[config.mk]
export PLATFORM = sky130hd
export DESIGN_NAME = ptks_cell
export DESIGN_NICKNAME = d
export VERILOG_FILES = /design/src/sv/ptks_pkg.sv /design/src/sv/ptks_cell.sv
export SDC_FILE = /design/constraint.sdc
export NUM_CORES = 1
export LEC_CHECK = 0
export BUFFER_PORTS_ARGS = -buffer_cell sky130_fd_sc_hd__buf_4
export CORE_MARGIN = 4
export CORE_UTILIZATION = 30
export CTS_BUF_LIST = sky130_fd_sc_hd__clkbuf_4 sky130_fd_sc_hd__clkbuf_8
export DETAILED_ROUTE_END_ITERATION = 8
export PLACE_DENSITY_LB_ADDON = 0.25
export SYNTH_ARGS = -nofsm -noshare
export SYNTH_HDL_FRONTEND = slang
export SYNTH_SLANG_ARGS = --single-unit
[constraint.sdc]
create_clock -name clk -period 3.3 [get_ports clk]
set_input_delay 0.33 -clock clk [delete_from_list [all_inputs] [get_ports clk]]
set_output_delay 0.33 -clock clk [all_outputs]
set_load 0.005 [all_outputs]
[src/sv/ptks_pkg.sv]
package ptks_pkg;

    // Field widths of the stream words.
    localparam int OP_W  = 2;
    localparam int SCORE_W = 32;
    localparam int DOC_W = 16;
    localparam int K_W   = 5;
    localparam int KIND_W = 2;

    // Defaults of the top level parameters.
    localparam int MAX_KEPT_DEF   = 16;
    localparam int DOC_COUNT_DEF  = 65536;
    localparam int SCORE_BITS_DEF = 32;

    // Seen map organization: one row of flags per memory word, tagged with a query epoch.
    localparam int DOC_SPACE     = 1 << DOC_W;
    localparam int SEEN_ROW_BITS = 64;
    localparam int SEEN_ROWS_DEF = DOC_SPACE / SEEN_ROW_BITS;
    localparam int EPOCH_BITS    = 8;

    localparam logic [K_W-1:0] TOP_COUNT_RESET = 5'd10;

    localparam logic [OP_W-1:0] OP_CHECK  = 2'd0;
    localparam logic [OP_W-1:0] OP_CLAIM  = 2'd1;
    localparam logic [OP_W-1:0] OP_OFFER  = 2'd2;
    localparam logic [OP_W-1:0] OP_FINISH = 2'd3;

    localparam logic [KIND_W-1:0] KIND_BLOCK  = 2'd0;
    localparam logic [KIND_W-1:0] KIND_CLAIM  = 2'd1;
    localparam logic [KIND_W-1:0] KIND_OFFER  = 2'd2;
    localparam logic [KIND_W-1:0] KIND_RANKED = 2'd3;

    typedef struct packed {
        logic [OP_W-1:0]    op;
        logic [SCORE_W-1:0] score;
        logic [DOC_W-1:0]   doc_id;
    } item_t;

    typedef struct packed {
        logic [KIND_W-1:0]  kind;
        logic               flag;
        logic [SCORE_W-1:0] threshold;
        logic [SCORE_W-1:0] rank_score;
        logic [DOC_W-1:0]   rank_doc;
        logic               entry_valid;
        logic               last;
    } result_t;

    typedef struct packed {
        logic insert;
        logic shift_up;
    } cell_ctrl_t;

    typedef struct packed {
        logic rd_en;
        logic commit;
        logic new_query;
    } seen_ctrl_t;

    typedef struct packed {
        logic fresh;
        logic busy;
    } seen_stat_t;

endpackage

[src/sv/ptks_cell.sv]
module ptks_cell #(
    parameter int SCORE_BITS = ptks_pkg::SCORE_BITS_DEF
) (
    input  logic                        clk,
    input  ptks_pkg::cell_ctrl_t        ctrl,
    input  logic                        occupied,
    input  logic [SCORE_BITS-1:0]       new_score,
    input  logic [ptks_pkg::DOC_W-1:0]  new_doc,
    input  logic                        above_gt,
    input  logic [SCORE_BITS-1:0]       above_score,
    input  logic [ptks_pkg::DOC_W-1:0]  above_doc,
    input  logic [SCORE_BITS-1:0]       below_score,
    input  logic [ptks_pkg::DOC_W-1:0]  below_doc,
    output logic                        gt,
    output logic [SCORE_BITS-1:0]       score,
    output logic [ptks_pkg::DOC_W-1:0]  doc,
    output logic [SCORE_BITS-1:0]       score_next
);

    logic [SCORE_BITS-1:0]      score_reg;
    logic [ptks_pkg::DOC_W-1:0] doc_reg;
    logic [ptks_pkg::DOC_W-1:0] doc_next;

    // An empty cell ranks below every candidate, so the new word lands at the first such place.
    assign gt = !occupied || (new_score > score_reg) ||
                ((new_score == score_reg) && (new_doc > doc_reg));

    always_comb
    begin
        score_next = score_reg;
        doc_next   = doc_reg;
        if (ctrl.shift_up)
        begin
            score_next = below_score;
            doc_next   = below_doc;
        end
        else if (ctrl.insert)
        begin
            if (above_gt)
            begin
                score_next = above_score;
                doc_next   = above_doc;
            end
            else if (gt)
            begin
                score_next = new_score;
                doc_next   = new_doc;
            end
        end
    end

    always_ff @(posedge clk)
    begin
        score_reg <= score_next;
        doc_reg   <= doc_next;
    end

    assign score = score_reg;
    assign doc   = doc_reg;

endmodule

## Word level (Yosys, flattened, before mapping)

Index checks and enable logic that the tools add are counted.

| storage, ports and cells | value |
|---|---|
| register bits | 48 |
| input port bits | 149 |
| output and inout bits | 81 |
| word-level logic and storage cells | 20 |

| cells by class | value |
|---|---|
| order comparisons | 2 |
| equality and inequality tests | 1 |
| mux-type cells | 8 |
| reduce and logical (&&, ||, !) cells | 7 |

Operator list:

| cell | number |
|---|---|
| $mux 32 | 4 |
| $mux 16 | 4 |
| $eq 32x32->1 | 1 |
| $gt 32x32->1 | 1 |
| $gt 16x16->1 | 1 |
| $reduce_bool 3->1 | 1 |
| $logic_or 1x1->1 | 2 |
| $reduce_and 2->1 | 1 |
| $reduce_bool 2->1 | 1 |
| $logic_and 1x1->1 | 1 |
| $logic_not 1->1 | 1 |

## Longest topological paths before layout

| logic depth | value |
|---|---|
| word-level depth | 7 |
| gate-level depth with buffers | 11 |
| mapped depth without buffers | 10 |

## Worst setup path before layout

No wires, ideal clock.

| timing | value |
|---|---|
| kind | register to register |
| start | register score_reg[19], in the netlist score[19] |
| end | register doc_reg (netlist bit doc[0]), enable pin |
| setup time | 364 ps |
| data arrival time | 2741 ps |
| required time | 2936 ps |
| setup slack | 195 ps |
| stages on the path, launching flop included | 12 |
| buffers on the path | 1 |
| clock period less this slack | 3105 ps |
| path through | dfxtp_1 > inv_1 > ha_1 > and4_4 > and4bb_4 > and4bb_4 > or3_4 > a2111oi_4 > buf_6 > nor2_1 > o21ai_0 > nand2_1 |

| on the way | value |
|---|---|
| longest elaborated chain between the ends | 5 |
| elaborated cells on any way between the ends | 7 |
| those cells by class | order compare (1); eq/ne (1); reduce/logical (5) |

Ends and longest elaborated chain:

| what | RTL line | source |
|---|---|---|
| from (decl) | ptks_cell.sv:20 | `logic [SCORE_BITS-1:0] score_reg;` |
| from (signal assigned) | ptks_cell.sv:54 | `score_reg <= score_next;` |
| $gt 32x32->1 / $eq 32x32->1 (equally long branches) | ptks_cell.sv:25, ptks_cell.sv:26 |  |
| $logic_or 1x1->1 / $logic_and 1x1->1 (equally long branches) | ptks_cell.sv:25, ptks_cell.sv:26 |  |
| $logic_or 1x1->1 (*) | ptks_cell.sv:25 | `assign gt = !occupied \|\| (new_score > score_reg) \|\|` |
| net gt | ptks_cell.sv:14 | `output logic gt,` |
| $reduce_bool 3->1 (no source line) (*) | n/a |  |
| $reduce_and 2->1 (no source line) (*) | n/a |  |
| to (signal assigned) | ptks_cell.sv:55 | `doc_reg <= doc_next;` |
| to (decl) | ptks_cell.sv:21 | `logic [ptks_pkg::DOC_W-1:0] doc_reg;` |

The timed path passes the listed nets; every way through them passes the cells marked *.
A chain may end at the register's enable or synchronous reset.

## Worst setup path after layout

| timing | value |
|---|---|
| start | register score_reg[22], in the netlist score[22] |
| end | output score_next[19] |

| on the way | value |
|---|---|
| longest elaborated chain between the ends | 7 |
| elaborated cells on any way between the ends | 9 |
| those cells by class | order compare (1); eq/ne (1); mux (4); reduce/logical (3) |

Ends and longest elaborated chain:

| what | RTL line | source |
|---|---|---|
| $gt 32x32->1 / $eq 32x32->1 (equally long branches) | ptks_cell.sv:25, ptks_cell.sv:26 |  |
| $logic_or 1x1->1 / $logic_and 1x1->1 (equally long branches) | ptks_cell.sv:25, ptks_cell.sv:26 |  |
| $logic_or 1x1->1 (*) | ptks_cell.sv:25 |  |
| $mux 32 (*) | ptks_cell.sv:44 | `else if (gt)` |
| $mux 32 (*) | ptks_cell.sv:39 | `if (above_gt)` |
| $mux 32 (*) | ptks_cell.sv:37 | `else if (ctrl.insert)` |
| $mux 32 (*) | ptks_cell.sv:32 | `if (ctrl.shift_up)` |
| to (decl) | ptks_cell.sv:17 | `output logic [SCORE_BITS-1:0] score_next` |

Mark *: on every way between the ends. The rest lies on a longest branch, timed or not.

==> metrics.csv <==
metric,value,unit
status,finished with violations,
failing checks,negative setup slack,
H-Tree Depth,2,
slowest cell on the critical path,or3_4,
initial detailed-routing violation count,381,
max-cap violations,0,
r2r worst-path depth,13,
final setup vio count,32,
syn nets,702,
"Worst Setup Slack, final",-0.1674,ns
first-pass GRT wire length,26350,um
Skew-Pair Late Insertion Delay,0.33,ns
Synth cell types,47,
cell chain of the critical path,inv_1 -> ha_4 -> and4_4 -> and4bb_4 -> and4bb_4 -> or3_4 -> a2111oi_4 -> buf_4 -> clkbuf_16 -> o21ai_1 -> a31o_1 -> o311ai_2 -> buf_4,
Clock transition at path regs,0.10,ns
share of layout cells above drive strength 1,0.5258,
nets,970,
Synth Area per Inst,8.558,um2
FMAX,0.2884,GHz
"FF+latch count, synth",48,
Syn. warnings,0,
post-route ant nets,0,
placed wire-length estimate,12470,um
vias per cell,5.458,
GRT Residual Overflow,0,
leak pwr,3.309,nW
TritonCTS clock tree,done,
# diodes,0,
via count,5207,
max reg flops,32,
"most common cell after layout, fill and taps aside",buf_4,
CTS Buffer Depth,2,
IO Count,230,
Final period util,1.051,
placed cells,894,
Worst Path Buf+Inv,4,
Worst EP arrival,3.14,ns
relative slew slack,0.4909,
initial antenna violation count,0,
Post-Place Setup Slack,-0.03745,ns
Avg WL per Cell,18.80,um
vias in the first global route,5262,
Crit Path Max Fanout,5,
PD cells,311.7,nW/um2
core box area,13990,um2
DRT Pass-1 Iters,5,
min cycle time layout,3.467,ns
die area,16390,um2
Core Rows,43,
"Hold Vio Cnt, Final",0,
Initial Util,0.3089,
Final Skew,0.006625,ns
hold buffers post-CTS,0,
Crit path max-delay family,simple AND/OR/NAND/NOR gates,
crit start category,flop,
Final Max Slew Viols,0,
die width,128.0,um
CTS buffer count,5,
Post-Synthesis Cell Area,4322,um2
Critical Path Max Stage Delay,0.35,ns
PortBufs,229,
Crit path depth,13,
routability cong.,0.8431,
final wirelength,17940,um
Finished Layout Cells,954,
CP Capture Type,primary output,
Worst-Margin Slew,0.7636,ns
pin count of the biggest net entering global routing,67,
hold depth,3,
Critical Path RT,2.97,ns
Synth async-reset ratio,0,
"Seq/Total Area, Yosys",0.2594,
Syn Inst Count,505,
Tot GR Track Use,0.1985,
Main synth FF type,dfxtp_1,
most frequent cells in the layout,"283 x buf_4, 58 x nand2_1, 43 x inv_1",
"EDFF count, synth",16,
VDD IR max,0.0001671,V
Die Span Y,128.0,um
crit path kind,reg2out,
worst hold-check path type,in2reg,
DRC,0,
Clock Tree Root,clkbuf_8,
Sink Count,48,
RSZ-0062 raised after global routing,yes,
synth-to-layout area growth,68.50,%
[area by class of cell]
class	count	area, um2
multi-input cells	363	3153
clock inverters	3	18.77
fillers	1364	6706
flip-flops and latches	48	1156
well taps	180	225.2
inverters	53	198.9
repair buffers	302	2461
clock buffers	5	68.82
[kinds of logic (layout without fill, tap and decap cells)]
kind of cell	Yosys count	after routing	share of synthesized area
AO/OA/AOI/OAI	180	180	0.3089
adder cells (fa/ha/maj)	48	48	0.1390
buffers and inverters	94	363	0.1219
flip-flops	48	48	0.2594
multiplexers	16	16	0.03706
AND/OR/NAND/NOR	119	119	0.1338
[tightest hold or removal path, stage by stage]
cell	delay [ns]
buf_4	0.08
nand2_1	0.04
o311ai_1	0.09
[repair_timing]
item,4_1_cts,5_1_grt
endpoints found under the setup margin,33,32
cloned,0,6
gates resized for setup,71,40
pin swaps,12,13
setup buffers,34,12
[Yosys cell counts (2+ instances only)]
| cell type | count | share of area |
|---|---|---|
| a21o_1 | 2 | 0.0035 |
| a21oi_1 | 18 | 0.021 |
| a221oi_1 | 2 | 0.0041 |
| a31o_1 | 29 | 0.059 |
| a31o_2 | 2 | 0.0041 |
| and4_4 | 2 | 0.0052 |
| and4bb_4 | 2 | 0.0075 |
| buf_6 | 4 | 0.010 |
| clkbuf_1 | 21 | 0.018 |
| clkbuf_8 | 10 | 0.032 |
| dfxtp_1 | 32 | 0.15 |
| dlygate4sd3_1 | 2 | 0.0046 |
| edfxtp_1 | 16 | 0.11 |
| ha_1 | 48 | 0.14 |
| inv_1 | 52 | 0.045 |
| mux2i_1 | 16 | 0.037 |
| nand2_1 | 58 | 0.050 |
| nand3_1 | 39 | 0.045 |
| nand4_1 | 9 | 0.013 |
| nor2_1 | 2 | 0.0017 |
| nor3_1 | 3 | 0.0035 |
| o2111ai_1 | 2 | 0.0041 |
| o21ai_0 | 23 | 0.027 |
| o21ai_1 | 28 | 0.032 |
| o221ai_1 | 32 | 0.065 |
| o311ai_1 | 30 | 0.061 |
[where the power goes]
part	switching, mW	leakage (nW)	internal (mW)	total (mW)
clock network	0.244	0.0378	0.147	0.391
registers	0.0467	0.436	0.695	0.741
logic	0.518	2.84	0.619	1.14
total	0.808	3.31	1.46	2.27
[layer usage]
layer,share of wire,wire [um],GRT usage
met1,0.41,7268,0.2372
met5,0,0,0
met3,0.072,1291,0.04458
met4,0.021,379,0.06679
met2,0.50,9000,0.3503
[path summary, 6_finish.rpt]
check	start	end	slack [ns]
min	below_score[7]	score[7]	0.25
max	score[22]	score_next[19]	-0.17
min reg2reg	score[6]	score[6]	0.58
max reg2reg	score[22]	doc[7]	0.36
[per-stage QoR]
stage               hold slack (ns)  total power [mW]  instance area [um2]  TNS [ns]    util
floorplan                    0.5068             1.196                 4322         0       -
global placement             0.5718             1.642                 6163         0  0.4406
detailed placement           0.5784             1.658                 6163   -0.3389  0.4406
CTS                          0.2338             2.198                 6819    -2.629  0.4875
global route                 0.2454             2.420                 7282    -7.359  0.5206
finish                       0.2494             2.269                 7282    -3.207  0.5206
Note: power is estimated with default switching activity, not from simulation.
